<file path="src/rtl/core/tscc_pkg.sv">
`timescale 1ns / 1ps

package tscc_pkg;

   // defaults for the top level parameters
   localparam int LINE_MAX_DEF    = 32;
   localparam int FLASH_COUNT_DEF = 2;

   // period register values after reset
   localparam logic [15:0] TURN_PERIOD_RST   = 16'd400;
   localparam logic [15:0] UTURN_PERIOD_RST  = 16'd200;
   localparam logic [15:0] ARRIVE_PERIOD_RST = 16'd500;
   localparam logic [15:0] FLASH_PERIOD_RST  = 16'd100;

   localparam logic [15:0] ELAPSED_MAX = 16'hFFFF;

   localparam logic [7:0] CHAR_LF    = 8'h0A;
   localparam logic [7:0] CHAR_CR    = 8'h0D;
   localparam logic [7:0] CHAR_SPACE = 8'h20;
   localparam logic [7:0] CHAR_TAB   = 8'h09;
   localparam logic [7:0] CHAR_VT    = 8'h0B;
   localparam logic [7:0] CHAR_FF    = 8'h0C;

   typedef enum logic [2:0] {
      SIG_OFF    = 3'd0,
      SIG_LEFT   = 3'd1,
      SIG_RIGHT  = 3'd2,
      SIG_UTURN  = 3'd3,
      SIG_ARRIVE = 3'd4,
      SIG_FLASH  = 3'd5
   } mode_type;

   typedef enum logic [1:0] {
      EV_NONE    = 2'd0,
      EV_ACCEPT  = 2'd1,
      EV_UNKNOWN = 2'd2
   } event_type;

   typedef enum logic [1:0] {
      CSR_TURN_PERIOD   = 2'd0,
      CSR_UTURN_PERIOD  = 2'd1,
      CSR_ARRIVE_PERIOD = 2'd2,
      CSR_FLASH_PERIOD  = 2'd3
   } csr_index_type;

   // result of a finished line, handed from the parser to the sequencer
   typedef struct packed {
      event_type event_res;
      mode_type  mode;
   } cmd_type;

   // keyword table
   localparam int KW_COUNT   = 6;
   localparam int KW_LEN_MAX = 8;
   localparam int KW_POS_W   = 4;
   localparam logic [KW_POS_W-1:0] KW_POS_SAT = KW_POS_W'(KW_LEN_MAX + 1);

   typedef logic [0:KW_LEN_MAX-1][7:0] kw_text_type;

   localparam kw_text_type KW_TEXT [KW_COUNT] = '{
      '{"L", "E", "F", "T", 8'h00, 8'h00, 8'h00, 8'h00},
      '{"R", "I", "G", "H", "T", 8'h00, 8'h00, 8'h00},
      '{"U", "T", "U", "R", "N", 8'h00, 8'h00, 8'h00},
      '{"A", "R", "R", "I", "V", "E", 8'h00, 8'h00},
      '{"S", "T", "O", "P", 8'h00, 8'h00, 8'h00, 8'h00},
      '{"S", "T", "R", "A", "I", "G", "H", "T"}
   };

   localparam logic [KW_POS_W-1:0] KW_LEN [KW_COUNT] = '{
      4'd4, 4'd5, 4'd5, 4'd6, 4'd4, 4'd8
   };

   // stop selects off
   localparam mode_type KW_MODE [KW_COUNT] = '{
      SIG_LEFT, SIG_RIGHT, SIG_UTURN, SIG_ARRIVE, SIG_OFF, SIG_FLASH
   };

endpackage

</file>
<file path="src/rtl/core/tscc_line_parser.sv">
`timescale 1ns / 1ps

module tscc_line_parser #(
   parameter int LINE_MAX = tscc_pkg::LINE_MAX_DEF
) (
   input  logic             clock,
   input  logic             reset,
   input  logic             byte_en,
   input  logic [7:0]       rx_byte,
   output tscc_pkg::cmd_type cmd
);
   import tscc_pkg::*;

   localparam int LEN_W = $clog2(LINE_MAX + 1);

   logic [LEN_W-1:0]    len_ff, len_in;
   logic                started_ff, started_in;
   logic                gap_ff, gap_in;
   logic [KW_POS_W-1:0] pos_ff, pos_in;
   logic [KW_COUNT-1:0] alive_ff, alive_in;

   logic is_term;
   logic is_blank;
   logic any_hit;
   mode_type hit_mode;

   assign is_term  = (rx_byte == CHAR_LF) || (rx_byte == CHAR_CR);
   assign is_blank = (rx_byte == CHAR_SPACE) || (rx_byte == CHAR_TAB) ||
                     (rx_byte == CHAR_VT) || (rx_byte == CHAR_FF);

   // keyword that the trimmed line equals, if any
   always_comb begin
      any_hit  = 1'b0;
      hit_mode = SIG_OFF;
      for (int k = 0; k < KW_COUNT; k++) begin
         if (alive_ff[k] && (pos_ff == KW_LEN[k])) begin
            any_hit  = 1'b1;
            hit_mode = KW_MODE[k];
         end
      end
   end

   always_comb begin
      cmd.mode = hit_mode;
      if (!started_ff) begin
         cmd.event_res = EV_NONE;
      end else if (any_hit) begin
         cmd.event_res = EV_ACCEPT;
      end else begin
         cmd.event_res = EV_UNKNOWN;
      end
   end

   always_comb begin
      len_in     = len_ff;
      started_in = started_ff;
      gap_in     = gap_ff;
      pos_in     = pos_ff;
      alive_in   = alive_ff;
      if (byte_en) begin
         if (is_term || (len_ff >= LEN_W'(LINE_MAX))) begin
            // line finished or overflowed: start over empty
            len_in     = '0;
            started_in = 1'b0;
            gap_in     = 1'b0;
            pos_in     = '0;
            alive_in   = '1;
         end else begin
            len_in = len_ff + LEN_W'(1);
            if (is_blank) begin
               if (started_ff) begin
                  gap_in = 1'b1;
               end
            end else begin
               started_in = 1'b1;
               // a blank between characters rules out every keyword
               if (gap_ff) begin
                  alive_in = '0;
               end else begin
                  for (int k = 0; k < KW_COUNT; k++) begin
                     alive_in[k] = alive_ff[k] && (pos_ff < KW_LEN[k]) &&
                                   (KW_TEXT[k][pos_ff[2:0]] == rx_byte);
                  end
               end
               if (pos_ff != KW_POS_SAT) begin
                  pos_in = pos_ff + KW_POS_W'(1);
               end
            end
         end
      end
   end

   always_ff @(posedge clock) begin
      if (reset) begin
         len_ff     <= '0;
         started_ff <= 1'b0;
         gap_ff     <= 1'b0;
         pos_ff     <= '0;
         alive_ff   <= '1;
      end else begin
         len_ff     <= len_in;
         started_ff <= started_in;
         gap_ff     <= gap_in;
         pos_ff     <= pos_in;
         alive_ff   <= alive_in;
      end
   end

endmodule

</file>
<file path="src/rtl/core/tscc_lamp_sequencer.sv">
`timescale 1ns / 1ps

module tscc_lamp_sequencer #(
   parameter int FLASH_COUNT = tscc_pkg::FLASH_COUNT_DEF
) (
   input  logic               clock,
   input  logic               reset,
   input  logic               tick_en,
   input  logic               cmd_en,
   input  tscc_pkg::cmd_type  cmd,
   input  logic [15:0]        turn_period,
   input  logic [15:0]        uturn_period,
   input  logic [15:0]        arrive_period,
   input  logic [15:0]        flash_period,
   output logic               lamp_left,
   output logic               lamp_right,
   output tscc_pkg::mode_type mode_now
);
   import tscc_pkg::*;

   localparam logic [3:0] FLASH_HALVES = 4'(2 * FLASH_COUNT);

   mode_type    mode_ff, mode_in;
   logic [15:0] elapsed_ff, elapsed_in;
   logic        phase_ff, phase_in;
   logic        side_ff, side_in;
   logic [2:0]  step_ff, step_in;
   logic [1:0]  lamp_ff, lamp_in;

   logic [15:0] period;
   logic        active;
   logic [15:0] elapsed_inc;
   logic        fire;
   logic [3:0]  step_next;

   always_comb begin
      active = 1'b1;
      unique case (mode_ff)
         SIG_LEFT, SIG_RIGHT: period = turn_period;
         SIG_UTURN:           period = uturn_period;
         SIG_ARRIVE:          period = arrive_period;
         SIG_FLASH:           period = flash_period;
         default: begin
            period = '0;
            active = 1'b0;
         end
      endcase
   end

   assign elapsed_inc = (elapsed_ff == ELAPSED_MAX) ? elapsed_ff : elapsed_ff + 16'd1;
   assign fire        = (elapsed_inc >= period);
   assign step_next   = {1'b0, step_ff} + 4'd1;

   always_comb begin
      mode_in    = mode_ff;
      elapsed_in = elapsed_ff;
      phase_in   = phase_ff;
      side_in    = side_ff;
      step_in    = step_ff;
      lamp_in    = lamp_ff;
      if (cmd_en) begin
         mode_in    = cmd.mode;
         elapsed_in = '0;
         phase_in   = 1'b0;
         side_in    = 1'b1;
         step_in    = '0;
         lamp_in    = (cmd.mode == SIG_FLASH) ? 2'b11 : 2'b00;
      end else if (tick_en && active) begin
         if (!fire) begin
            elapsed_in = elapsed_inc;
         end else begin
            elapsed_in = '0;
            unique case (mode_ff)
               SIG_LEFT: begin
                  phase_in = ~phase_ff;
                  lamp_in  = {1'b0, ~phase_ff};
               end
               SIG_RIGHT: begin
                  phase_in = ~phase_ff;
                  lamp_in  = {~phase_ff, 1'b0};
               end
               SIG_UTURN: begin
                  side_in = ~side_ff;
                  lamp_in = side_ff ? 2'b10 : 2'b01;
               end
               SIG_ARRIVE: begin
                  phase_in = ~phase_ff;
                  lamp_in  = {2{~phase_ff}};
               end
               default: begin
                  // straight flash: odd steps dark, done after all halves
                  if (step_next >= FLASH_HALVES) begin
                     mode_in  = SIG_OFF;
                     phase_in = 1'b0;
                     side_in  = 1'b1;
                     step_in  = '0;
                     lamp_in  = 2'b00;
                  end else begin
                     step_in = step_next[2:0];
                     lamp_in = step_next[0] ? 2'b00 : 2'b11;
                  end
               end
            endcase
         end
      end
   end

   always_ff @(posedge clock) begin
      if (reset) begin
         mode_ff    <= SIG_OFF;
         elapsed_ff <= '0;
         phase_ff   <= 1'b0;
         side_ff    <= 1'b1;
         step_ff    <= '0;
         lamp_ff    <= 2'b00;
      end else begin
         mode_ff    <= mode_in;
         elapsed_ff <= elapsed_in;
         phase_ff   <= phase_in;
         side_ff    <= side_in;
         step_ff    <= step_in;
         lamp_ff    <= lamp_in;
      end
   end

   assign lamp_left  = lamp_ff[0];
   assign lamp_right = lamp_ff[1];
   assign mode_now   = mode_ff;

endmodule

</file>
<file path="src/rtl/core/turn_signal_command_controller.sv">
`timescale 1ns / 1ps

// Turn-signal command controller. Each request transaction is either a
// one-millisecond tick (req_operation 0) or a received character (req_operation 1),
// and each one yields exactly one response transaction with the lamp drive, the
// current mode and an event code (accepted command or unknown line on CR or LF).
// Lines of up to LINE_MAX characters are trimmed of blanks and matched against
// LEFT, RIGHT, UTURN, ARRIVE, STOP and STRAIGHT as the characters arrive, so no
// line buffer is kept. A request is registered, then processed into the mode and
// lamp state and the response register: one transaction per cycle is sustained
// while the response is not stalled. Period registers are written over the csr port,
// which is always ready and should only be used while no transaction is in flight.
module turn_signal_command_controller #(
   parameter int LINE_MAX    = tscc_pkg::LINE_MAX_DEF,
   parameter int FLASH_COUNT = tscc_pkg::FLASH_COUNT_DEF
) (
   input  logic                    clock,
   input  logic                    reset,
   input  logic                    req_valid,
   output logic                    req_stall,
   input  logic                    req_operation,
   input  logic [7:0]              req_rx_byte,
   output logic                    rsp_valid,
   input  logic                    rsp_stall,
   output logic                    rsp_lamp_left,
   output logic                    rsp_lamp_right,
   output logic [2:0]              rsp_mode_now,
   output logic [1:0]              rsp_event_res,
   input  logic                    csr_valid,
   output logic                    csr_ready,
   input  tscc_pkg::csr_index_type csr_index,
   input  logic [15:0]             csr_data
);
   import tscc_pkg::*;

   logic [15:0] turn_period_ff;
   logic [15:0] uturn_period_ff;
   logic [15:0] arrive_period_ff;
   logic [15:0] flash_period_ff;

   logic       s1_valid_ff, s1_valid_in;
   logic       s1_op_ff;
   logic [7:0] s1_byte_ff;

   logic      rsp_valid_ff, rsp_valid_in;
   event_type rsp_event_ff;

   logic     advance;
   logic     req_take;
   cmd_type  cmd;
   mode_type mode_now;

   assign csr_ready = 1'b1;

   always_ff @(posedge clock) begin
      if (reset) begin
         turn_period_ff   <= TURN_PERIOD_RST;
         uturn_period_ff  <= UTURN_PERIOD_RST;
         arrive_period_ff <= ARRIVE_PERIOD_RST;
         flash_period_ff  <= FLASH_PERIOD_RST;
      end else if (csr_valid && csr_ready) begin
         unique case (csr_index)
            CSR_TURN_PERIOD:   turn_period_ff   <= csr_data;
            CSR_UTURN_PERIOD:  uturn_period_ff  <= csr_data;
            CSR_ARRIVE_PERIOD: arrive_period_ff <= csr_data;
            CSR_FLASH_PERIOD:  flash_period_ff  <= csr_data;
         endcase
      end
   end

   // registered request moves on once the response register is free or being taken
   assign advance   = s1_valid_ff && (!rsp_valid_ff || !rsp_stall);
   assign req_stall = s1_valid_ff && !advance;
   assign req_take  = req_valid && !req_stall;

   assign s1_valid_in  = req_take || (s1_valid_ff && !advance);
   assign rsp_valid_in = advance || (rsp_valid_ff && rsp_stall);

   always_ff @(posedge clock) begin
      if (reset) begin
         s1_valid_ff  <= 1'b0;
         rsp_valid_ff <= 1'b0;
      end else begin
         s1_valid_ff  <= s1_valid_in;
         rsp_valid_ff <= rsp_valid_in;
      end
   end

   always_ff @(posedge clock) begin
      if (req_take) begin
         s1_op_ff   <= req_operation;
         s1_byte_ff <= req_rx_byte;
      end
   end

   tscc_line_parser #(
      .LINE_MAX (LINE_MAX)
   ) u_parser (
      .clock   (clock),
      .reset   (reset),
      .byte_en (advance && s1_op_ff),
      .rx_byte (s1_byte_ff),
      .cmd     (cmd)
   );

   // event is only reported for a character that ends a line
   always_ff @(posedge clock) begin
      if (advance) begin
         if (s1_op_ff && ((s1_byte_ff == CHAR_LF) || (s1_byte_ff == CHAR_CR))) begin
            rsp_event_ff <= cmd.event_res;
         end else begin
            rsp_event_ff <= EV_NONE;
         end
      end
   end

   tscc_lamp_sequencer #(
      .FLASH_COUNT (FLASH_COUNT)
   ) u_sequencer (
      .clock         (clock),
      .reset         (reset),
      .tick_en       (advance && !s1_op_ff),
      .cmd_en        (advance && s1_op_ff && (cmd.event_res == EV_ACCEPT) &&
                      ((s1_byte_ff == CHAR_LF) || (s1_byte_ff == CHAR_CR))),
      .cmd           (cmd),
      .turn_period   (turn_period_ff),
      .uturn_period  (uturn_period_ff),
      .arrive_period (arrive_period_ff),
      .flash_period  (flash_period_ff),
      .lamp_left     (rsp_lamp_left),
      .lamp_right    (rsp_lamp_right),
      .mode_now      (mode_now)
   );

   assign rsp_valid     = rsp_valid_ff;
   assign rsp_mode_now  = mode_now;
   assign rsp_event_res = rsp_event_ff;

endmodule
</file>
<file path="config.mk">
export PLATFORM = sky130hd
export DESIGN_NAME = turn_signal_command_controller
export DESIGN_NICKNAME = d
export VERILOG_FILES = /design/src/rtl/core/tscc_pkg.sv /design/src/rtl/core/tscc_line_parser.sv /design/src/rtl/core/tscc_lamp_sequencer.sv /design/src/rtl/core/turn_signal_command_controller.sv
export SDC_FILE = /design/constraint.sdc
export NUM_CORES = 1
export LEC_CHECK = 0
export BUFFER_PORTS_ARGS = -buffer_cell sky130_fd_sc_hd__buf_2
export CAP_MARGIN = 30
export CORE_MARGIN = 2
export CORE_UTILIZATION = 55
export CTS_BUF_LIST = sky130_fd_sc_hd__clkbuf_8
export DETAILED_ROUTE_END_ITERATION = 8
export HOLD_SLACK_MARGIN = 0.03
export PLACE_DENSITY_LB_ADDON = 0.12
export REMOVE_ABC_BUFFERS = 1
export SETUP_SLACK_MARGIN = 0.02
export SYNTH_ARGS = -nofsm -noshare
export SYNTH_HDL_FRONTEND = slang
export SYNTH_SLANG_ARGS = --single-unit
</file>
<file path="constraint.sdc">
create_clock -name clock -period 7.7 [get_ports clock]
set_clock_uncertainty 0.05 [all_clocks]
set_input_delay 1.54 -clock clock [delete_from_list [all_inputs] [get_ports clock]]
set_output_delay 1.54 -clock clock [all_outputs]
set_load 0.02 [all_outputs]
</file>
; Word level (Yosys, flattened, before mapping)
; Memories as Yosys holds them, arrays and structs flattened.
; Cells that the tools add are included.
[classes]
n_addsub = 4
n_mul = 0
div = 0
n_lt_le_gt_ge = 8
eq_ne = 30
shifts = 0
muxes = 60
bitwise = 6
reduce_logical = 67
[ops]
columns = op, n
row1 = 2-to-1 mux 8 bit, 12
row2 = one-hot mux 16 bit (4 select lines), 1
row3 = == test 8 bit, 6
row4 = == test 8 x 4 -> 1 bit (second input constant), 5
row5 = 2-to-1 mux 16 bit, 2
row6 = logical AND 1 bit, 28
row7 = 2-to-1 mux 3 bit, 9
row8 = 2-to-1 mux 6 bit, 4
row9 = 2-to-1 mux 2 bit, 11
row10 = adder 16 x 1 -> 16 bit (second input constant), 1
row11 = == test 16 bit (second input constant), 1
row12 = >= comparator 16 bit, 1
row13 = nonzero test 2 bit, 8
row14 = 2-to-1 mux 1 bit, 15
row15 = == test 4 x 3 -> 1 bit (second input constant), 3
row16 = < comparator 4 x 3 -> 1 bit (second input constant), 3
row17 = 2-to-1 mux 4 bit, 3
row18 = AND reduction 2 bit, 6
row19 = AND reduction 4 bit, 3
row20 = == test 3 bit (second input constant), 3
row21 = AND reduction 3 bit, 3
row22 = == test 8 x 6 -> 1 bit (second input constant), 1
row23 = logical OR 1 bit, 8
row24 = one-hot mux 2 bit (4 select lines), 1
row25 = other kinds (24), 37
[word_totals]
register_bits = 121
latchBits = 0
ram_bits = 0
mem_bits_ro = 384
inputBits = 32
mem_count = 6
[mem_list]
columns = memory, depth, width, rd, rd_clocked_by_memory_dff, wr, line_no
row1 = (name not given), 8, 8, 1, 0, 0, tscc_line_parser.sv:82  ; (KW_TEXT[k][pos_ff[2:0]] == rx_byte);
row2 = (name not given), 8, 8, 1, 0, 0, tscc_line_parser.sv:82
row3 = (name not given), 8, 8, 1, 0, 0, tscc_line_parser.sv:82
row4 = (name not given), 8, 8, 1, 0, 0, tscc_line_parser.sv:82
row5 = (name not given), 8, 8, 1, 0, 0, tscc_line_parser.sv:82
row6 = (name not given), 8, 8, 1, 0, 0, tscc_line_parser.sv:82

; Longest topological paths before layout
[logic_depth]
depth_word = 15
depth_mapped = 16

; Hierarchy
; Synthesis repeated with hierarchy kept, for this count alone.
[unflattened]
hier_cells = 874
hier_area_um2 = 7103.1
[by_module_without_submodules]
columns = module, n_inst, cells_per_inst, area_each_um2, seq_area_each_um2
row1 = turn_signal_command_controller, 1, 322, 2811.4, 1651.6
row2 = tscc_lamp_sequencer, 1, 349, 2643.8, 520.5
row3 = tscc_line_parser, 1, 203, 1647.8, 360.3

; Worst setup path after synthesis
; No wires, ideal clock.
[synth_path]
kind = register to register
start = register u_sequencer.mode_ff[1] (netlist: u_sequencer.mode_now[1])
end = register u_sequencer.elapsed_ff[7]
setup_time_ns = 0.117
arrival_ns = 3.484
setup_slack_ns = 4.048
stages_incl_launch_ff = 17
synth_period_minus_slack_ns = 3.652
cell_sequence = dfxtp_1 buf_2 nor2b_1 clkbuf_1 buf_1 clkbuf_1 nand2_1 o211ai_1 nand2_1 ha_1 o21ai_0 a2111oi_0 o21ai_0 and2_1 clkbuf_1 a21o_1 a32o_1
[synth_via]
elab_chain_len = 5
word_cells_on_any_way = 12
classes_between = order compare (1) / eq/ne (5) / mux (3) / reduce/logical (3)
[synth_rtl]
columns = element, line_no
row1 = start: declaration, tscc_lamp_sequencer.sv:23  ; mode_type mode_ff, mode_in;
row2 = start signal: assignment, tscc_lamp_sequencer.sv:117  ; mode_ff <= mode_in;
row3 = == test 3 x 1 -> 1 bit / == test 3 x 2 -> 1 bit (equally long branches), tscc_lamp_sequencer.sv:38  ; unique case (mode_ff)
row4 = OR reduction 2 bit, tscc_lamp_sequencer.sv:38
row5 = one-hot mux 16 bit (4 select lines), tscc_lamp_sequencer.sv:38
row6 = >= comparator 16 bit, tscc_lamp_sequencer.sv:51  ; assign fire = (elapsed_inc >= period);
row7 = 2-to-1 mux 16 bit, tscc_lamp_sequencer.sv:69  ; if (!fire) begin
row8 = end signal: assignment, tscc_lamp_sequencer.sv:118  ; elapsed_ff <= elapsed_in;
row9 = end: declaration, tscc_lamp_sequencer.sv:24  ; logic [15:0] elapsed_ff, elapsed_in;
; Parallel ways exist; a longest one is shown, timed or not.
; A chain may end at the register's enable or synchronous reset.

; Worst setup path in the final report
[layout_path]
start = register u_sequencer.mode_ff[2] (netlist: u_sequencer.mode_now[2])
end = register u_sequencer.side_ff
[layout_via]
elab_chain_len = 5
word_cells_on_any_way = 16
classes_between = order compare (1) / eq/ne (5) / mux (3) / bitwise (1) / reduce/logical (6)
[layout_rtl]
columns = element, line_no
row1 = == test 3 x 1 -> 1 bit (tied with other cells), "tscc_lamp_sequencer.sv:38, tscc_lamp_sequencer.sv:73"
row2 = OR reduction 2 bit / OR reduction 5 bit (equally long branches), -
row3 = one-hot mux 16 bit (4 select lines) / 2-to-1 mux 1 bit (equally long branches), tscc_lamp_sequencer.sv:38
row4 = >= comparator 16 bit / logical AND 1 bit (equally long branches), "tscc_lamp_sequencer.sv:51, tscc_lamp_sequencer.sv:68"
row5 = AND reduction 4 bit (no source line), -
row6 = end signal: assignment, tscc_lamp_sequencer.sv:120  ; side_ff <= side_in;
row7 = end: declaration, tscc_lamp_sequencer.sv:26  ; logic side_ff, side_in;
; Parallel ways exist; a longest one is shown, timed or not.

==> summary.md <==
| Metric | Value |
|---|---|
| Initial detailed-routing violation count | `537` |
| Synth warn | `0` |
| Multi-input gate area in the final layout | `0.003980 mm^2` |
| Die X | `115.2 um` |
| Compound-Gate Fraction of Synth Area | `20.63%` |
| Diodes inserted | `0` |
| # fillers | `1091` |
| Die ar. | `0.01328 mm^2` |
| Final Core Density | `62.02%` |
| Layout Nets | `907` |
| Fraction of layout cells with a size suffix above 1 | `12.78%` |
| Crit path from | `u_sequencer.mode_now[2]$_SDFFE_PP0P_` |
| WHS Endpoint | `u_sequencer.step_ff[2]$_SDFFE_PP0P_` |
| Mapped Area | `0.006805 mm^2` |
| Post-CTS Hold Fix Bufs | `0` |
| Total chip power | `1.400 mW` |
| Synth Area in Adders | `4.964%` |
| Htree depth | `4` |
| Max-cap violations | `0` |
| Ys async rst share | `0%` |
| Initial antenna violation count | `0` |
| Worst hold stages | `2` |
| Xor and xnor area share after synthesis | `4.633%` |
| Met2 usage | `39.76%` |
| Simple-gate share of the synthesized area | `25.56%` |
| Residual DRC | `0` |
| Outcome | `complete, no violations` |
| Worst EP arrival | `4.41 ns` |
| Hold Fails Final Rpt | `0` |
| Placed cell count | `996` |
| GPL Wtd Cong | `0.8921` |
| Clock sinks | `121` |
| Final Instance Count excl. Fillers | `1029` |
| Slew headroom | `38.85%` |
| GR Util met1 | `39.41%` |
| Slowest cell on the critical path | `dfxtp_1` |
| Leakage | `2.813 nW` |
| Buffers & Inverters on Critical Path | `1` |
| CP Launch Type | `register` |
| GR Layer Usage met3 | `6.326%` |
| Nature of the critical path endpoint | `register` |
| Register area share after synthesis | `37.21%` |
| Worst flop-to-flop path startpoint | `u_sequencer.mode_now[2]$_SDFFE_PP0P_` |
| Setup TNS | `0 ns` |
| # setup viols final | `0` |
| Vias in the first global route | `5719` |
| Crit-path cells | `nor2b_1 > buf_4 > a22o_1 > a22o_1 > a21oi_1 > ha_1 > nand4_1 > a2111oi_0 > o21ai_0 > a21oi_2 > nand2_1 > a221o_1` |
| Synth Flop Type | `dfxtp_1` |
| Crit Path Class | `register to register` |
| Post-route ant nets | `0` |
| VDD IR max | `206.5 uV` |
| Synth unique cells | `78` |
| GR peak layer | `met2` |
| Clock transition at the registers of the reported paths | `0.08 ns` |
| Starting density of the core | `56.42%` |
| Min Tclk post-route | `4.129 ns` |
| Delay-heaviest family, CP | `compound AO/OA/AOI/OAI gates` |
| Via/cell ratio | `5.942` |
| Yosys reg bits | `121` |
| First-pass GRT wire length | `28260 um` |
| Routed WL per cell | `16.61 um` |
| FF/Latch Area | `0.002532 mm^2` |
| Critical Path Fanout Max | `19` |
| Final instance area | `0.007481 mm^2` |
| Core Rows | `40` |
| Tot GR Track Use | `26.94%` |
| Post-synthesis mux area share | `2.537%` |
| Clk root buf | `clkbuf_8` |
| Die Ht | `115.2 um` |
| Post-synth EDFFs | `11` |
| Crit path depth | `12` |
| Area Overhead vs Synth | `9.928%` |
| Crit share post-route | `53.63%` |
| Most used cell, CP | `a22o_1` |
| Syn Inst Count | `837` |
| Worst endpoint required time | `7.98 ns` |
| Flop2flop setup slack | `3.57 ns` |
| Power Dens Cells | `187.2 mW/mm^2` |
| RSZ-0062 raised after global routing | `false` |
| Port Buf Inserts | `40` |
| Fmax | `242.2 MHz` |
| I/O Pins | `42` |
| Final WL | `17090 um` |
| CTS Buf Count | `17` |
| Max-slew violation count | `0` |
| CTS Buffer Depth | `2` |
| FF-to-FF path depth | `12` |
| Hold Crit Start | `u_sequencer.step_ff[2]$_SDFFE_PP0P_` |
| Grt total ovfl | `0` |
| Vias | `6114` |
| CTS resizes | `0` |
| First drt pass iteration count | `5` |
| Worst-Skew Late Latency | `0.45 ns` |
| TritonCTS clock tree | `done` |
| Largest net degree at the start of global routing | `80` |
| R2R Path End | `u_sequencer.side_ff$_SDFFE_PP1P_` |
| Placed instance area | `0.007024 mm^2` |
| Worst-Margin Slew | `0.9159 ns` |
| Largest family of logic cells by synthesized area | `simple AND/OR/NAND/NOR gates` |
| Final HPWL DP | `11700 um` |
| Hold Path Class | `register to register` |
| Max stage delay on crit path | `0.91 ns` |
| Post-CTS Setup Inserts | `0` |
| Total core area | `0.01206 mm^2` |
| Synth Area per Inst | `8.131 um^2` |
-- layer usage --
layer / vias to the layer above / share of wire, %
met2: 202 / 44
met5: - / 0
met4: 0 / 1.3
met3: 18 / 6.5
met1: 2895 / 48
li1: 2999 / -
-- power by group --
part           internal [mW]  switching (mW)  leakage, nW
sequential             0.654          0.0194         1.00
combinational         0.0351          0.0553         1.59
clock                  0.364           0.272        0.220
total                   1.05           0.347         2.81
-- synth_stat cells (all sizes together) (6+ instances only) --
master    n  area [um^2]
ha       27        337.8
a22o     14        122.6
o21ai    28        140.1
mux2i    15        150.1
a221o     9        90.09
a32o      9        90.09
nor4      6        43.79
clkbuf   36        138.9
a21oi    91        463.0
nand4    12        81.33
buf      19        105.1
nand3b   18        135.1
a31oi     9        56.30
nand2   175        656.9
nor3     16        101.4
dfxtp   110         2202
nand3    17        85.08
inv      15        56.30
nor2     43        161.4
edfxtp   11        330.3
and3     13        88.83
xnor2    22        192.7
o211ai   15        122.6
xor2     14        122.6
and2      6        38.79
nor2b     7        51.30
-- stage by stage --
stage,hold slack [ns],setup WS (ns)
floorplan,0.3682,3.752
global placement,0.3848,3.659
detailed placement,0.3862,3.453
CTS,0.4017,3.449
global route,0.4267,3.219
finish,0.4055,3.571
-- registers in the layout (all words and copies together), names as in the netlist, 2 cells and up --
name / flops
arrive_period_ff: 16
flash_period_ff: 16
turn_period_ff: 16
u_sequencer.elapsed_ff: 16
uturn_period_ff: 16
s1_byte_ff: 8
u_parser.alive_ff: 6
u_parser.len_ff: 6
u_parser.pos_ff: 4
u_sequencer.mode_now: 3
u_sequencer.step_ff: 3
rsp_event_res: 2
u_sequencer.lamp_ff: 2
-- kinds of logic (layout without fill, tap and decap cells) --
| family | count (synthesis) | after routing |
|---|---|---|
| XOR/XNOR | 36 | 36 |
| adder cells (fa/ha/maj) | 27 | 27 |
| AND/OR/NAND/NOR | 349 | 349 |
| buffers and inverters | 70 | 94 |
| AO/OA/AOI/OAI | 216 | 216 |
| other | 1 | 1 |
| multiplexers | 17 | 17 |
| flip-flops | 121 | 121 |
-- worst max-delay path by stage --
stage,to,slack [ns]
floorplan,u_sequencer.elapsed_ff[4]$_SDFFE_PP0P_,3.75
global placement,u_sequencer.elapsed_ff[4]$_SDFFE_PP0P_,3.66
detailed placement,u_sequencer.side_ff$_SDFFE_PP1P_,3.45
CTS,u_sequencer.side_ff$_SDFFE_PP1P_,3.45
global route,u_sequencer.elapsed_ff[1]$_SDFFE_PP0P_,3.22
finish,u_sequencer.side_ff$_SDFFE_PP1P_,3.57
-- final cells by class --
cell class / count / area share, %
sequential: 121 / 33.85
tap: 168 / 2.810
multi-input combinational: 646 / 53.20
clock inverter: 14 / 2.592
timing repair buffer: 47 / 3.479
inverter: 15 / 0.7526
clock buffer: 18 / 3.312
-- layout by cell type, fill, tap and decap left out, types with 6 or more instances in the layout --
cell        n
nor2_1     43
a221o_1     9
o211ai_1   13
xnor2_1    22
nand2_1   175
nand3_1    17
a21oi_1    89
a31oi_1     9
o21ai_0    27
buf_4       6
clkbuf_8   18
mux2i_1    15
a22o_1     14
ha_1       27
edfxtp_1   11
nand3b_1   18
a32o_1      9
inv_1      15
dfxtp_1   110
nor3_1     13
buf_2      40
and3_1     10
nand4_1    11
xor2_1     14
-- worst register-to-register path, cell delays in order, from the launching register on --
cell	delay, ns
dfxtp_1	0.91
nor2b_1	0.41
buf_4	0.29
a22o_1	0.17
a22o_1	0.12
a21oi_1	0.05
ha_1	0.33
nand4_1	0.18
a2111oi_0	0.38
o21ai_0	0.27
a21oi_2	0.41
nand2_1	0.10
a221o_1	0.36
Note: power is estimated with default switching activity, not from simulation.
